[src/rtl/slpb_pkg.sv]
// ----------------------------------------------------------------------------
// slpb_pkg
// Shared types and constants of the status lamp priority blinker.
// ----------------------------------------------------------------------------
package slpb_pkg;

  // Condition codes, in priority order.
  typedef enum logic [2:0] {
    COND_OFF      = 3'd0,
    COND_ALARM    = 3'd1,
    COND_CHARGING = 3'd2,
    COND_CHARGED  = 3'd3,
    COND_LOW      = 3'd4,
    COND_NOFIX    = 3'd5,
    COND_ALIVE    = 3'd6
  } cond_t;

  // Register indexes of the configuration port.
  typedef enum logic [2:0] {
    REG_ALARM_THRESHOLD  = 3'd0,
    REG_CADENCE_OFF      = 3'd1,
    REG_CADENCE_ALARM    = 3'd2,
    REG_CADENCE_CHARGING = 3'd3,
    REG_CADENCE_CHARGED  = 3'd4,
    REG_CADENCE_LOW      = 3'd5,
    REG_CADENCE_NOFIX    = 3'd6,
    REG_CADENCE_ALIVE    = 3'd7
  } reg_idx_t;

  // Lamp colour codes.
  typedef enum logic [1:0] {
    LAMP_DARK  = 2'd0,
    LAMP_GREEN = 2'd1,
    LAMP_RED   = 2'd2,
    LAMP_BLUE  = 2'd3
  } lamp_t;

  localparam int NUM_COND       = 7;
  localparam int CFG_DATA_W     = 64;
  localparam int CFG_ADDR_W     = 6;
  localparam int TIME_W         = 32;
  localparam int PHASE_W        = 16;
  localparam int QUEUE_DEPTH    = 2;
  localparam logic [7:0] ALARM_THRESHOLD_RST = 8'd1;

  // One cadence register: colour, on time and off time in ms.
  typedef struct packed {
    logic [1:0]         colour;
    logic [PHASE_W-1:0] on_ms;
    logic [PHASE_W-1:0] off_ms;
  } cadence_t;

  localparam int CADENCE_W = $bits(cadence_t);

  // A classified update pass, passed from the front to the back.
  typedef struct packed {
    cond_t             cond;
    logic [TIME_W-1:0] now_ms;
  } front_item_t;

endpackage

[src/rtl/slpb_if.sv]
// ----------------------------------------------------------------------------
// slpb_if
// Valid/ready channels of the status lamp priority blinker.
// ----------------------------------------------------------------------------

// Update pass channel.
interface slpb_in_if;
  logic        valid;
  logic        ready;
  logic        running;
  logic [7:0]  alert_sev;
  logic        ext_supply;
  logic        batt_full;
  logic        power_low;
  logic        pos_locked;
  logic [31:0] now_ms;

  modport source (
    output valid, running, alert_sev, ext_supply, batt_full,
           power_low, pos_locked, now_ms,
    input  ready
  );
  modport sink (
    input  valid, running, alert_sev, ext_supply, batt_full,
           power_low, pos_locked, now_ms,
    output ready
  );
endinterface

// Lamp result channel.
interface slpb_out_if;
  logic       valid;
  logic       ready;
  logic [1:0] lamp;
  logic       changed;

  modport source (
    output valid, lamp, changed,
    input  ready
  );
  modport sink (
    input  valid, lamp, changed,
    output ready
  );
endinterface

[src/rtl/slpb_front.sv]
// ----------------------------------------------------------------------------
// slpb_front
// Accepts update passes, picks the condition by priority and registers it.
// ----------------------------------------------------------------------------
module slpb_front
  import slpb_pkg::*;
(
  input  logic             clk,
  input  logic             rst_n,
  slpb_in_if.sink          in_bus,
  input  logic [7:0]       alarm_threshold,
  output logic             item_valid,
  input  logic             item_ready,
  output front_item_t      item_data
);

  logic        valid_r;
  logic        valid_nxt;
  front_item_t data_r;
  cond_t       wanted;
  logic        take;

  // Fixed priority: off, alarm, external power, low power, then fix state.
  always_comb begin
    if (!in_bus.running) begin
      wanted = COND_OFF;
    end else if (in_bus.alert_sev >= alarm_threshold) begin
      wanted = COND_ALARM;
    end else if (in_bus.ext_supply) begin
      wanted = in_bus.batt_full ? COND_CHARGED : COND_CHARGING;
    end else if (in_bus.power_low) begin
      wanted = COND_LOW;
    end else begin
      wanted = in_bus.pos_locked ? COND_ALIVE : COND_NOFIX;
    end
  end

  // The stage takes a new request when empty or when its item moves on.
  assign in_bus.ready = !valid_r || item_ready;
  assign take         = in_bus.valid && in_bus.ready;

  always_comb begin
    valid_nxt = valid_r;
    if (take) begin
      valid_nxt = 1'b1;
    end else if (item_ready) begin
      valid_nxt = 1'b0;
    end
  end

  always_ff @(posedge clk) begin
    if (!rst_n) begin
      valid_r <= 1'b0;
    end else begin
      valid_r <= valid_nxt;
    end
  end

  // Payload register, loaded on every accepted request.
  always_ff @(posedge clk) begin
    if (take) begin
      data_r.cond   <= wanted;
      data_r.now_ms <= in_bus.now_ms;
    end
  end

  assign item_valid = valid_r;
  assign item_data  = data_r;

endmodule

[src/rtl/slpb_queue.sv]
// ----------------------------------------------------------------------------
// slpb_queue
// Short register queue between the classifier and the cadence engine.
// ----------------------------------------------------------------------------
module slpb_queue
  import slpb_pkg::*;
#(
  parameter int DEPTH = QUEUE_DEPTH
)
(
  input  logic        clk,
  input  logic        rst_n,
  input  logic        push_valid,
  output logic        push_ready,
  input  front_item_t push_data,
  output logic        pop_valid,
  input  logic        pop_ready,
  output front_item_t pop_data
);

  localparam int PTR_W = (DEPTH > 1) ? $clog2(DEPTH) : 1;
  localparam int CNT_W = $clog2(DEPTH + 1);

  front_item_t       entry_r [DEPTH];
  logic [PTR_W-1:0]  wr_ptr_r, wr_ptr_nxt;
  logic [PTR_W-1:0]  rd_ptr_r, rd_ptr_nxt;
  logic [CNT_W-1:0]  count_r, count_nxt;
  logic              push, pop;

  assign push_ready = count_r != CNT_W'(DEPTH);
  assign pop_valid  = count_r != '0;
  assign push       = push_valid && push_ready;
  assign pop        = pop_valid && pop_ready;
  assign pop_data   = entry_r[rd_ptr_r];

  // Pointer and fill count update.
  always_comb begin
    wr_ptr_nxt = wr_ptr_r;
    rd_ptr_nxt = rd_ptr_r;
    count_nxt  = count_r;
    if (push) begin
      wr_ptr_nxt = (wr_ptr_r == PTR_W'(DEPTH - 1)) ? '0 : wr_ptr_r + 1'b1;
    end
    if (pop) begin
      rd_ptr_nxt = (rd_ptr_r == PTR_W'(DEPTH - 1)) ? '0 : rd_ptr_r + 1'b1;
    end
    if (push && !pop) begin
      count_nxt = count_r + 1'b1;
    end else if (pop && !push) begin
      count_nxt = count_r - 1'b1;
    end
  end

  always_ff @(posedge clk) begin
    if (!rst_n) begin
      wr_ptr_r <= '0;
      rd_ptr_r <= '0;
      count_r  <= '0;
    end else begin
      wr_ptr_r <= wr_ptr_nxt;
      rd_ptr_r <= rd_ptr_nxt;
      count_r  <= count_nxt;
    end
  end

  // Entry storage.
  always_ff @(posedge clk) begin
    if (push) begin
      entry_r[wr_ptr_r] <= push_data;
    end
  end

endmodule

[src/rtl/slpb_back.sv]
// ----------------------------------------------------------------------------
// slpb_back
// Cadence engine: tracks the condition and blink phase, registers the lamp.
// ----------------------------------------------------------------------------
module slpb_back
  import slpb_pkg::*;
(
  input  logic        clk,
  input  logic        rst_n,
  input  logic        item_valid,
  output logic        item_ready,
  input  front_item_t item_data,
  input  cadence_t    cadence [NUM_COND],
  slpb_out_if.source  out_bus
);

  cond_t             cur_cond_r, cur_cond_nxt;
  logic              started_r, started_nxt;
  logic [TIME_W-1:0] phase_start_r, phase_start_nxt;
  logic              lit_r, lit_nxt;
  logic [1:0]        shown_r, shown_nxt;
  logic              out_valid_r, out_valid_nxt;
  logic [1:0]        out_lamp_r;
  logic              out_changed_r;

  cadence_t          cad_want, cad_cur;
  logic              restart;
  logic              pop;
  logic [PHASE_W:0]  cycle_len;
  logic [TIME_W-1:0] elapsed;
  logic [PHASE_W-1:0] phase_len;
  logic [1:0]        lamp_val;

  // Cadence lookup for a condition code.
  function automatic cadence_t pick_cadence(cond_t c, cadence_t cad [NUM_COND]);
    cadence_t r;
    case (c)
      COND_OFF:      r = cad[0];
      COND_ALARM:    r = cad[1];
      COND_CHARGING: r = cad[2];
      COND_CHARGED:  r = cad[3];
      COND_LOW:      r = cad[4];
      COND_NOFIX:    r = cad[5];
      COND_ALIVE:    r = cad[6];
      default:       r = '0;
    endcase
    return r;
  endfunction

  assign cad_want = pick_cadence(item_data.cond, cadence);
  assign cad_cur  = pick_cadence(cur_cond_r, cadence);

  // The output register frees up when its result is taken.
  assign item_ready = !out_valid_r || out_bus.ready;
  assign pop        = item_valid && item_ready;

  assign restart   = (item_data.cond != cur_cond_r) || !started_r;
  assign cycle_len = {1'b0, cad_cur.on_ms} + {1'b0, cad_cur.off_ms};
  assign elapsed   = item_data.now_ms - phase_start_r;
  assign phase_len = lit_r ? cad_cur.on_ms : cad_cur.off_ms;

  // Next blink state for the popped pass.
  always_comb begin
    cur_cond_nxt    = cur_cond_r;
    started_nxt     = started_r;
    phase_start_nxt = phase_start_r;
    lit_nxt         = lit_r;
    if (restart) begin
      cur_cond_nxt    = item_data.cond;
      started_nxt     = 1'b1;
      phase_start_nxt = item_data.now_ms;
      lit_nxt         = cad_want.colour != LAMP_DARK;
    end else if (cad_cur.colour == LAMP_DARK || cad_cur.on_ms == '0) begin
      lit_nxt = 1'b0;
    end else if (cad_cur.off_ms == '0) begin
      lit_nxt = 1'b1;
    end else if (elapsed >= TIME_W'(cycle_len)) begin
      // A late pass restarts the flash.
      phase_start_nxt = item_data.now_ms;
      lit_nxt         = 1'b1;
    end else if (elapsed >= TIME_W'(phase_len)) begin
      phase_start_nxt = phase_start_r + TIME_W'(phase_len);
      lit_nxt         = !lit_r;
    end
  end

  always_comb begin
    if (!lit_nxt) begin
      lamp_val = LAMP_DARK;
    end else if (restart) begin
      lamp_val = cad_want.colour;
    end else begin
      lamp_val = cad_cur.colour;
    end
  end

  assign shown_nxt = pop ? lamp_val : shown_r;

  always_comb begin
    out_valid_nxt = out_valid_r;
    if (pop) begin
      out_valid_nxt = 1'b1;
    end else if (out_bus.ready) begin
      out_valid_nxt = 1'b0;
    end
  end

  // Control state advances only on a popped pass.
  always_ff @(posedge clk) begin
    if (!rst_n) begin
      cur_cond_r    <= COND_OFF;
      started_r     <= 1'b0;
      phase_start_r <= '0;
      lit_r         <= 1'b0;
      shown_r       <= LAMP_DARK;
      out_valid_r   <= 1'b0;
    end else begin
      out_valid_r <= out_valid_nxt;
      shown_r     <= shown_nxt;
      if (pop) begin
        cur_cond_r    <= cur_cond_nxt;
        started_r     <= started_nxt;
        phase_start_r <= phase_start_nxt;
        lit_r         <= lit_nxt;
      end
    end
  end

  // Result payload register.
  always_ff @(posedge clk) begin
    if (pop) begin
      out_lamp_r    <= lamp_val;
      out_changed_r <= lamp_val != shown_r;
    end
  end

  assign out_bus.valid   = out_valid_r;
  assign out_bus.lamp    = out_lamp_r;
  assign out_bus.changed = out_changed_r;

endmodule

[src/rtl/status_lamp_priority_blinker.sv]
// ----------------------------------------------------------------------------
// status_lamp_priority_blinker
// Picks a lamp condition from system flags and blinks its cadence.
//
//   Channel   Direction  Handshake         Payload
//   in_bus    sink       valid/ready       flags, alert_sev, now_ms
//   out_bus   source     valid/ready       lamp, changed
//   APB       slave      psel/penable      8 registers, 64-bit data, 8*i
//
// One request is taken every cycle while out_bus keeps taking results; its
// result passes the classifier register, then the queue, then the output
// register before out_bus can take it.
// The cadence engine keeps all blink state in flip-flops and updates condition,
// phase start and lit bit on each popped pass, so it pops again once out_bus takes.
// Reset is synchronous; no clearing pass is needed and in_bus is ready at once.
// A stalled output holds the result register, the queue fills, then the input
// stalls; once out_bus is taken the queue frees an entry and the input resumes.
// ----------------------------------------------------------------------------
module status_lamp_priority_blinker
  import slpb_pkg::*;
#(
  parameter int QDEPTH = QUEUE_DEPTH
)
(
  input  logic                  clk,
  input  logic                  rst_n,
  slpb_in_if.sink               in_bus,
  slpb_out_if.source            out_bus,
  input  logic                  psel,
  input  logic                  penable,
  input  logic                  pwrite,
  input  logic [CFG_ADDR_W-1:0] paddr,
  input  logic [CFG_DATA_W-1:0] pwdata,
  output logic [CFG_DATA_W-1:0] prdata,
  output logic                  pready
);

  logic [7:0]  alarm_threshold_r;
  cadence_t    cadence_r [NUM_COND];
  reg_idx_t    reg_idx;
  logic        cfg_write;

  logic        front_valid, front_ready;
  front_item_t front_data;
  logic        back_valid, back_ready;
  front_item_t back_data;

  // Register file: register i lives at byte address 8*i.
  assign pready    = 1'b1;
  assign reg_idx   = reg_idx_t'(paddr[5:3]);
  assign cfg_write = psel && penable && pwrite && pready;

  always_ff @(posedge clk) begin
    if (!rst_n) begin
      alarm_threshold_r <= ALARM_THRESHOLD_RST;
      for (int i = 0; i < NUM_COND; i++) begin
        cadence_r[i] <= '0;
      end
    end else if (cfg_write) begin
      case (reg_idx)
        REG_ALARM_THRESHOLD:  alarm_threshold_r <= pwdata[7:0];
        REG_CADENCE_OFF:      cadence_r[0] <= pwdata[CADENCE_W-1:0];
        REG_CADENCE_ALARM:    cadence_r[1] <= pwdata[CADENCE_W-1:0];
        REG_CADENCE_CHARGING: cadence_r[2] <= pwdata[CADENCE_W-1:0];
        REG_CADENCE_CHARGED:  cadence_r[3] <= pwdata[CADENCE_W-1:0];
        REG_CADENCE_LOW:      cadence_r[4] <= pwdata[CADENCE_W-1:0];
        REG_CADENCE_NOFIX:    cadence_r[5] <= pwdata[CADENCE_W-1:0];
        REG_CADENCE_ALIVE:    cadence_r[6] <= pwdata[CADENCE_W-1:0];
        default:              alarm_threshold_r <= alarm_threshold_r;
      endcase
    end
  end

  // Read back.
  always_comb begin
    case (reg_idx)
      REG_ALARM_THRESHOLD:  prdata = CFG_DATA_W'(alarm_threshold_r);
      REG_CADENCE_OFF:      prdata = CFG_DATA_W'(cadence_r[0]);
      REG_CADENCE_ALARM:    prdata = CFG_DATA_W'(cadence_r[1]);
      REG_CADENCE_CHARGING: prdata = CFG_DATA_W'(cadence_r[2]);
      REG_CADENCE_CHARGED:  prdata = CFG_DATA_W'(cadence_r[3]);
      REG_CADENCE_LOW:      prdata = CFG_DATA_W'(cadence_r[4]);
      REG_CADENCE_NOFIX:    prdata = CFG_DATA_W'(cadence_r[5]);
      REG_CADENCE_ALIVE:    prdata = CFG_DATA_W'(cadence_r[6]);
      default:              prdata = '0;
    endcase
  end

  // Classifier.
  slpb_front u_front (
    .clk             (clk),
    .rst_n           (rst_n),
    .in_bus          (in_bus),
    .alarm_threshold (alarm_threshold_r),
    .item_valid      (front_valid),
    .item_ready      (front_ready),
    .item_data       (front_data)
  );

  // Queue between classifier and cadence engine.
  slpb_queue #(
    .DEPTH (QDEPTH)
  ) u_queue (
    .clk        (clk),
    .rst_n      (rst_n),
    .push_valid (front_valid),
    .push_ready (front_ready),
    .push_data  (front_data),
    .pop_valid  (back_valid),
    .pop_ready  (back_ready),
    .pop_data   (back_data)
  );

  // Cadence engine and result register.
  slpb_back u_back (
    .clk        (clk),
    .rst_n      (rst_n),
    .item_valid (back_valid),
    .item_ready (back_ready),
    .item_data  (back_data),
    .cadence    (cadence_r),
    .out_bus    (out_bus)
  );

endmodule

[src/flat_wrapper.sv]
// flat-port wrapper written by rule: the top's interface ports become plain ports
module status_lamp_priority_blinker_flat import slpb_pkg::*;
#(
  parameter int QDEPTH = QUEUE_DEPTH
)
  (clk, rst_n, psel, penable, pwrite, paddr, pwdata, prdata, pready, in_bus_valid, in_bus_running, in_bus_alert_sev, in_bus_ext_supply, in_bus_batt_full, in_bus_power_low, in_bus_pos_locked, in_bus_now_ms, in_bus_ready, out_bus_valid, out_bus_lamp, out_bus_changed, out_bus_ready);
  slpb_in_if in_bus_i ();
  slpb_out_if out_bus_i ();
  input  logic clk;
  input  logic rst_n;
  input  logic psel;
  input  logic penable;
  input  logic pwrite;
  input  logic [CFG_ADDR_W-1:0] paddr;
  input  logic [CFG_DATA_W-1:0] pwdata;
  output logic [CFG_DATA_W-1:0] prdata;
  output logic pready;
  input wire logic [$bits(in_bus_i.valid)-1:0] in_bus_valid;
  input wire logic [$bits(in_bus_i.running)-1:0] in_bus_running;
  input wire logic [$bits(in_bus_i.alert_sev)-1:0] in_bus_alert_sev;
  input wire logic [$bits(in_bus_i.ext_supply)-1:0] in_bus_ext_supply;
  input wire logic [$bits(in_bus_i.batt_full)-1:0] in_bus_batt_full;
  input wire logic [$bits(in_bus_i.power_low)-1:0] in_bus_power_low;
  input wire logic [$bits(in_bus_i.pos_locked)-1:0] in_bus_pos_locked;
  input wire logic [$bits(in_bus_i.now_ms)-1:0] in_bus_now_ms;
  output wire logic [$bits(in_bus_i.ready)-1:0] in_bus_ready;
  output wire logic [$bits(out_bus_i.valid)-1:0] out_bus_valid;
  output wire logic [$bits(out_bus_i.lamp)-1:0] out_bus_lamp;
  output wire logic [$bits(out_bus_i.changed)-1:0] out_bus_changed;
  input wire logic [$bits(out_bus_i.ready)-1:0] out_bus_ready;
  assign in_bus_i.valid = in_bus_valid;
  assign in_bus_i.running = in_bus_running;
  assign in_bus_i.alert_sev = in_bus_alert_sev;
  assign in_bus_i.ext_supply = in_bus_ext_supply;
  assign in_bus_i.batt_full = in_bus_batt_full;
  assign in_bus_i.power_low = in_bus_power_low;
  assign in_bus_i.pos_locked = in_bus_pos_locked;
  assign in_bus_i.now_ms = in_bus_now_ms;
  assign in_bus_ready = in_bus_i.ready;
  assign out_bus_valid = out_bus_i.valid;
  assign out_bus_lamp = out_bus_i.lamp;
  assign out_bus_changed = out_bus_i.changed;
  assign out_bus_i.ready = out_bus_ready;
  status_lamp_priority_blinker #(.QDEPTH(QDEPTH)) u_core (.clk(clk), .rst_n(rst_n), .in_bus(in_bus_i), .out_bus(out_bus_i), .psel(psel), .penable(penable), .pwrite(pwrite), .paddr(paddr), .pwdata(pwdata), .prdata(prdata), .pready(pready));
endmodule
[config.mk]
export PLATFORM = sky130hd
export DESIGN_NAME = status_lamp_priority_blinker_flat
export DESIGN_NICKNAME = d
export VERILOG_FILES = /design/src/rtl/slpb_pkg.sv /design/src/rtl/slpb_if.sv /design/src/rtl/slpb_front.sv /design/src/rtl/slpb_queue.sv /design/src/rtl/slpb_back.sv /design/src/rtl/status_lamp_priority_blinker.sv /design/src/flat_wrapper.sv
export SDC_FILE = /design/constraint.sdc
export NUM_CORES = 1
export LEC_CHECK = 0
export BUFFER_PORTS_ARGS = -buffer_cell sky130_fd_sc_hd__buf_2
export CORE_ASPECT_RATIO = 1.2
export CORE_UTILIZATION = 40
export DETAILED_ROUTE_END_ITERATION = 6
export GPL_TIMING_DRIVEN = 0
export SYNTH_ARGS = -nofsm -noshare
export SYNTH_HDL_FRONTEND = slang
export SYNTH_SLANG_ARGS = --single-unit
[constraint.sdc]
create_clock -name clk -period 16.2 [get_ports clk]
set_input_delay 1.62 -clock clk [delete_from_list [all_inputs] [get_ports clk]]
set_output_delay 1.62 -clock clk [all_outputs]
set_load 0.01 [all_outputs]
Word level (Yosys, flattened, before mapping)
Memories as Yosys holds them, arrays and structs flattened. A register that Yosys moved wholly into a read port is not among the register bits.
Cells that the tools add are included.
{ "op_classes": {"addsub": 7, "n_bitwise": 1, "n_mux": 33, "div": 0, "n_eq_ne": 24, "reduce_logical": 40, "n_mul": 0, "n_lt_le_gt_ge": 3, "shifts": 0} }
{ "ops": {"columns": ["cell", "count"], "rows": [
  ["$pmux W64 S8", 1],
  ["$pmux W34 S7", 2],
  ["$mux W32", 5],
  ["$add A32 B16 Y32", 1],
  ["$ge A32 B16 Y1", 1],
  ["$ge A32 B17 Y1", 1],
  ["$logic_not A16 Y1", 2],
  ["$sub A32 B32 Y32", 1],
  ["$eq A3 B3 Y1 const B", 10],
  ["$eq A3 B2 Y1 const B", 6],
  ["$reduce_and A2 Y1", 9],
  ["$add A16 B16 Y17", 1],
  ["$mux W1", 17],
  ["$mux W16", 1],
  ["$mux W2", 6],
  ["$reduce_bool A2 Y1", 5],
  ["$eq A3 B1 Y1 const B", 3],
  ["$logic_not A3 Y1", 3],
  ["$ge A8 B8 Y1", 1],
  ["$logic_and A1 B1 Y1", 7],
  ["$logic_not A1 Y1", 6],
  ["$ne A2 B2 Y1 const B", 3],
  ["$logic_or A1 B1 Y1", 4],
  ["$reduce_and A4 Y1", 1],
  ["10 further kinds", 11]
]} }
{ "word_totals": {"input_bits": 122, "latchBits": 0, "romBits": 0, "ff_bits": 329, "mem_bits_rw": 70, "mem_count": 1, "word_cells": 146, "output_inout_bits": 70} }
{ "memory_table": {"columns": ["name", "words", "width", "read_ports", "rd_clocked_by_memory_dff", "write_ports", "line_no", "text"], "rows": [
  ["u_core.u_queue.entry_r", 2, 35, 1, 1, 1, "slpb_queue.sv:24", "front_item_t entry_r [DEPTH];"]
]} }

Longest topological paths before layout
{ "logic_depth": {"word_depth": 11, "mapped_depth": 36, "depth_no_buf": 29} }

Cells and area by module
Synthesis repeated with hierarchy kept, for this count alone.
{ "hier_totals": {"hier_cells": 2769, "hier_area_um2": 24353.4} }
{ "by_module_without_submodules": {"columns": ["mod", "n_inst", "area_per_inst_um2", "cells_per_inst", "seq_area_each_um2"], "rows": [
  ["status_lamp_priority_blinker", 1, 11471.0, 1388, 4924.7],
  ["slpb_back", 1, 8750.9, 1177, 890.9],
  ["slpb_queue", 1, 2766.4, 133, 2202.1],
  ["slpb_front", 1, 1365.1, 71, 1071.0]
]} }

Worst setup path after synthesis
No wires, ideal clock.
{ "synth_timing": {"kind": "register -> register", "startpoint": "register u_core.u_back.cur_cond_r[1]", "endpoint": "register u_core.u_back.phase_start_r[27]", "path_stages_with_launch": 33, "n_path_buf": 4, "arrival_ps": 6916, "setup_ps": 74, "period_less_slack_ps": 6991, "t_required_ps": 16126, "path_slack_ps": 9209, "path_cell_list": "dfxtp_1 buf_2 buf_2 buf_2 buf_1 mux2_2 a22oi_1 o22ai_1 a21oi_1 inv_1 ha_1 a21o_1 a21oi_1 o21bai_1 a21oi_1 maj3_1 o21ai_0 a41o_1 o41ai_1 o21bai_1 a21oi_1 xor2_1 ha_1 and3_1 nor2b_1 a211oi_1 and4_1 o211ai_1 a2111o_1 nand4b_1 or4_1 or4_1 a31oi_1"} }
{ "synth_between": {"elab_chain_len": 9, "word_cells_on_any_way": 28, "classes_between": "2 x add/sub; 2 x order compare; 9 x eq/ne; 7 x mux; 8 x reduce/logical"} }
{ "synth_lines": {"columns": ["item", "line_no", "text"], "rows": [
  ["from (decl)", "slpb_back.sv:17", "cond_t cur_cond_r, cur_cond_nxt;"],
  ["from (signal assigned)", "slpb_back.sv:121", "cur_cond_r <= cur_cond_nxt;"],
  ["branches (longest 9 deep; another with $ge A32 B17 Y1)", null, null],
  ["to (signal assigned)", "slpb_back.sv:123", "phase_start_r <= phase_start_nxt;"],
  ["to (decl)", "slpb_back.sv:19", "logic [TIME_W-1:0] phase_start_r, phase_start_nxt;"]
]} }
Parallel ways; which one is timed is not known. The select of a mux whose other input is x is not followed.
A chain may end at the register's enable or synchronous reset.

Worst setup path in the final report
{ "layout_timing": {"startpoint": "register u_core.u_back.cur_cond_r[2]", "endpoint": "register u_core.u_back.phase_start_r[15]"} }
Same word-level chain as after synthesis.

==> metrics.txt <==
Setup Skew 0.04763 ns; GR Overflow Total 0; Final Max Slew Viols 0; worst-case vdd ir drop 76.70 uV; HP Class reg2reg; Placer Congestion 1.026; syn_area_per_cell 8.440 sq um; max incr delay on CP 0.86 ns; initial antenna violation count 2; CTS buffer count 44; Max clock buf depth 3; Worst path slowest cell buf_1; Initial DRT Pass Iterations 6; Crit path top cell by count a21oi_1; dominant cells by area after synthesis dfxtp_1 (25%), edfxtp_1 (14%), nand2_1 (9.7%), a21oi_1 (7.8%), ha_1 (5.6%); Rows 96; most common cell after layout, fill and taps aside nand2_1; post-CTS setup buffer count 0; worst slew pin tran 1.466 ns; final hold violations 0; Async SR Flop Fraction 0%; Ys Warns 0; startpoint types flip-flop; Die ar. 58,970 sq um; TritonCTS clock tree done; RSZ-0062 raised after global routing no; Final Instance Count excl. Fillers 3,713; CTS Root Cell clkbuf_16; DP HPWL 75,130 um; power per standard cell area 152.0 nW/um^2; status finished, final reports clean; EDFF count, synth 108; Core Box Area 57,300 sq um; DR vias 22,690; fin crit period 10.96 ns; cells after synthesis 2,749; leading area contributor after synthesis dfxtp_1; cts hold-fix bufs 0; Crit. End Element flip-flop; io pins 192; Setup TNS Final 0 ns; initial core utilization 40.49%; Nets 3,171; crit path max fanout 10; Max Cap Violations 0; Worst-Skew Late Latency 0.61 ns; WL final 103,400 um; first-pass GRT wire length 147,500 um; Final period util 67.65%; grt met2 use 57.84%; Area Growth Syn to Fin 14.08%; Fmax 91.25 MHz; drt drc 0; most frequent cells in the layout nand2_1 (598), a21oi_1 (360), dfxtp_1 (292), nor2_1 (155), buf_2 (133); die height 265.8 um; H-tree levels 2; GRT Total Usage 34.36%; count of different cell masters after synthesis 85; Synth Flop Type dfxtp_1; antenna-violating nets left 0; leak pwr 0.009764 uW; largest net degree at the start of global routing 35; Fill cells 5,663; Vias/cell 6.111; post-CTS sizing 0; crit path DAT 11.43 ns; # setup viols final 0; GR Util met3 8.017%; met1 Use GR 37.63%; placed cell count 3,631; gr busiest metal met2; class of the most critical setup path reg2reg; post-synth design cell area 23,200 sq um; WL per Instance 27.85 um; Die Span X 221.9 um; vias in the first global route 22,060; layout cells sized above 1 13.47%; FF+latch count, synth 400; clock transition at the registers of the reported paths 0.07 ns; initial DRC count 2,676; Seq/Total Area, Yosys 39.17%; Port Buf Inserts 115; Synth top area share 25.20%; CP required 16.67 ns; CTS Sinks 400; Slew Limit Headroom 2.272%
==> routing by layer <==
layer / part of all wire (%) / up-vias
met4: 8.7 / 0
met3: 8.7 / 473
li1: - / 10130
met5: 0 / -
met1: 36 / 10810
met2: 47 / 1279
==> area by class of cell <==
type / count / area [sq um] / share of cell area (%)
antenna: 2 / 5.005 / 0.01891
buffer: 206 / 924.6 / 3.494
clock buffer: 57 / 1285 / 4.855
clock inverter: 23 / 295.3 / 1.116
inverter: 113 / 424.2 / 1.603
multi-input combinational: 2059 / 12890 / 48.70
sequential: 400 / 9089 / 34.34
tap: 735 / 919.6 / 3.475
timing repair buffer: 118 / 635.6 / 2.402
==> flip-flops by register name, indices dropped and copies added, names as in the netlist, named ones only <==
register and flops:
u_core.cadence_r 238, u_core.u_queue.entry_r 70, u_core.u_front.item_data 35, u_core.u_back.phase_start_r 32, u_core.alarm_threshold_r 8, u_core.u_back.cur_cond_r 3, u_core.u_back.out_bus.lamp 2, u_core.u_back.shown_r 2
u_core.u_queue.count_r 2, u_core.u_back.lit_r 1, u_core.u_back.out_bus.changed 1, u_core.u_back.out_bus.valid 1, u_core.u_back.started_r 1, u_core.u_front.item_valid 1, u_core.u_queue.rd_ptr_r 1, u_core.u_queue.wr_ptr_r 1
==> power by group <==
part,internal [uW],switching (uW)
logic,600,1160
registers,1100,52.2
clock network,659,454
==> cells by family (layout without fill, tap and decap cells) <==
logic type,Yosys count,after routing,share of synthesized area (%)
muxes,170,170,9.513
other,2,33,0.03237
xor gates and xnor gates,56,56,2.114
buffers and inverters,319,517,5.808
adders and majority gates,109,109,5.954
DFF,400,400,39.17
and+or+nand+nor,944,944,17.31
AOI/OAI and AO/OA,749,749,20.10
==> metrics by stage <==
step / hold WS, ns / area, sq um / util [%] / setup slack, ns / power (uW)
after floorplan: 0.4215 / 23310 / - / 9.209 / 2304
after global placement: 0.4284 / 24810 / 43.29 / 5.977 / 2851
after detailed placement: 0.4310 / 24880 / 43.42 / 5.935 / 2884
after CTS: 0.4397 / 26460 / 46.17 / 5.855 / 3994
after global routing: 0.4544 / 26460 / 46.19 / 5.233 / 4216
final: 0.4434 / 26470 / 46.19 / 5.241 / 4024
==> final timing paths <==
path | to | cells past startpoint | slack (ns) | startpoint
hold / removal | u_core.u_queue.entry_r[0][12] | 0 | 0.44 | u_core.u_front.item_data[12]
hold reg to reg | u_core.u_queue.entry_r[0][12] | 0 | 0.44 | u_core.u_front.item_data[12]
setup reg to reg | u_core.u_back.phase_start_r[15] | 32 | 5.24 | u_core.u_back.cur_cond_r[2]
setup / recovery | u_core.u_back.phase_start_r[15] | 32 | 5.24 | u_core.u_back.cur_cond_r[2]
==> synth_stat cells, types with 5 or more instances <==
library cell  instances
edfxtp_1            108
nand4_1              10
or4_1                 8
nand2b_1             14
a21oi_1             360
clkbuf_2              9
nand3_1              41
nor2_1              156
buf_2                18
o21ai_0              89
or3_1                12
mux2i_1              47
a221o_1               8
o22ai_1              11
xnor2_1              35
clkbuf_1            122
a22oi_1              58
a221oi_1             31
buf_1                26
o211ai_1              9
or2_2                 7
buf_4                31
nor3b_1               5
mux4_2               30
a21o_1               25
a22o_1                6
a31oi_1              17
dfxtp_1             292
nor2b_1              13
a311oi_1             13
o221ai_1              9
a2111oi_0             7
nor3_1               27
a211oi_1             30
inv_1               111
mux2_2               91
ha_1                104
o21bai_1              9
and3_1                9
nand2_1             598
o21a_1               14
and2_1               18
nor4_1                5
xor2_1               21
==> worst max-delay path, delay by kind of cell (launching register included) <==
| family | cells | cell delay [ns] |
|---|---|---|
| buffers and inverters | 7 | 4.18 |
| xor gates and xnor gates | 1 | 0.12 |
| AOI/OAI and AO/OA | 15 | 3.56 |
| adders and majority gates | 3 | 0.89 |
| and+or+nand+nor | 6 | 1.63 |
| DFF | 1 | 0.45 |
Note: power is estimated with default switching activity, not from simulation.
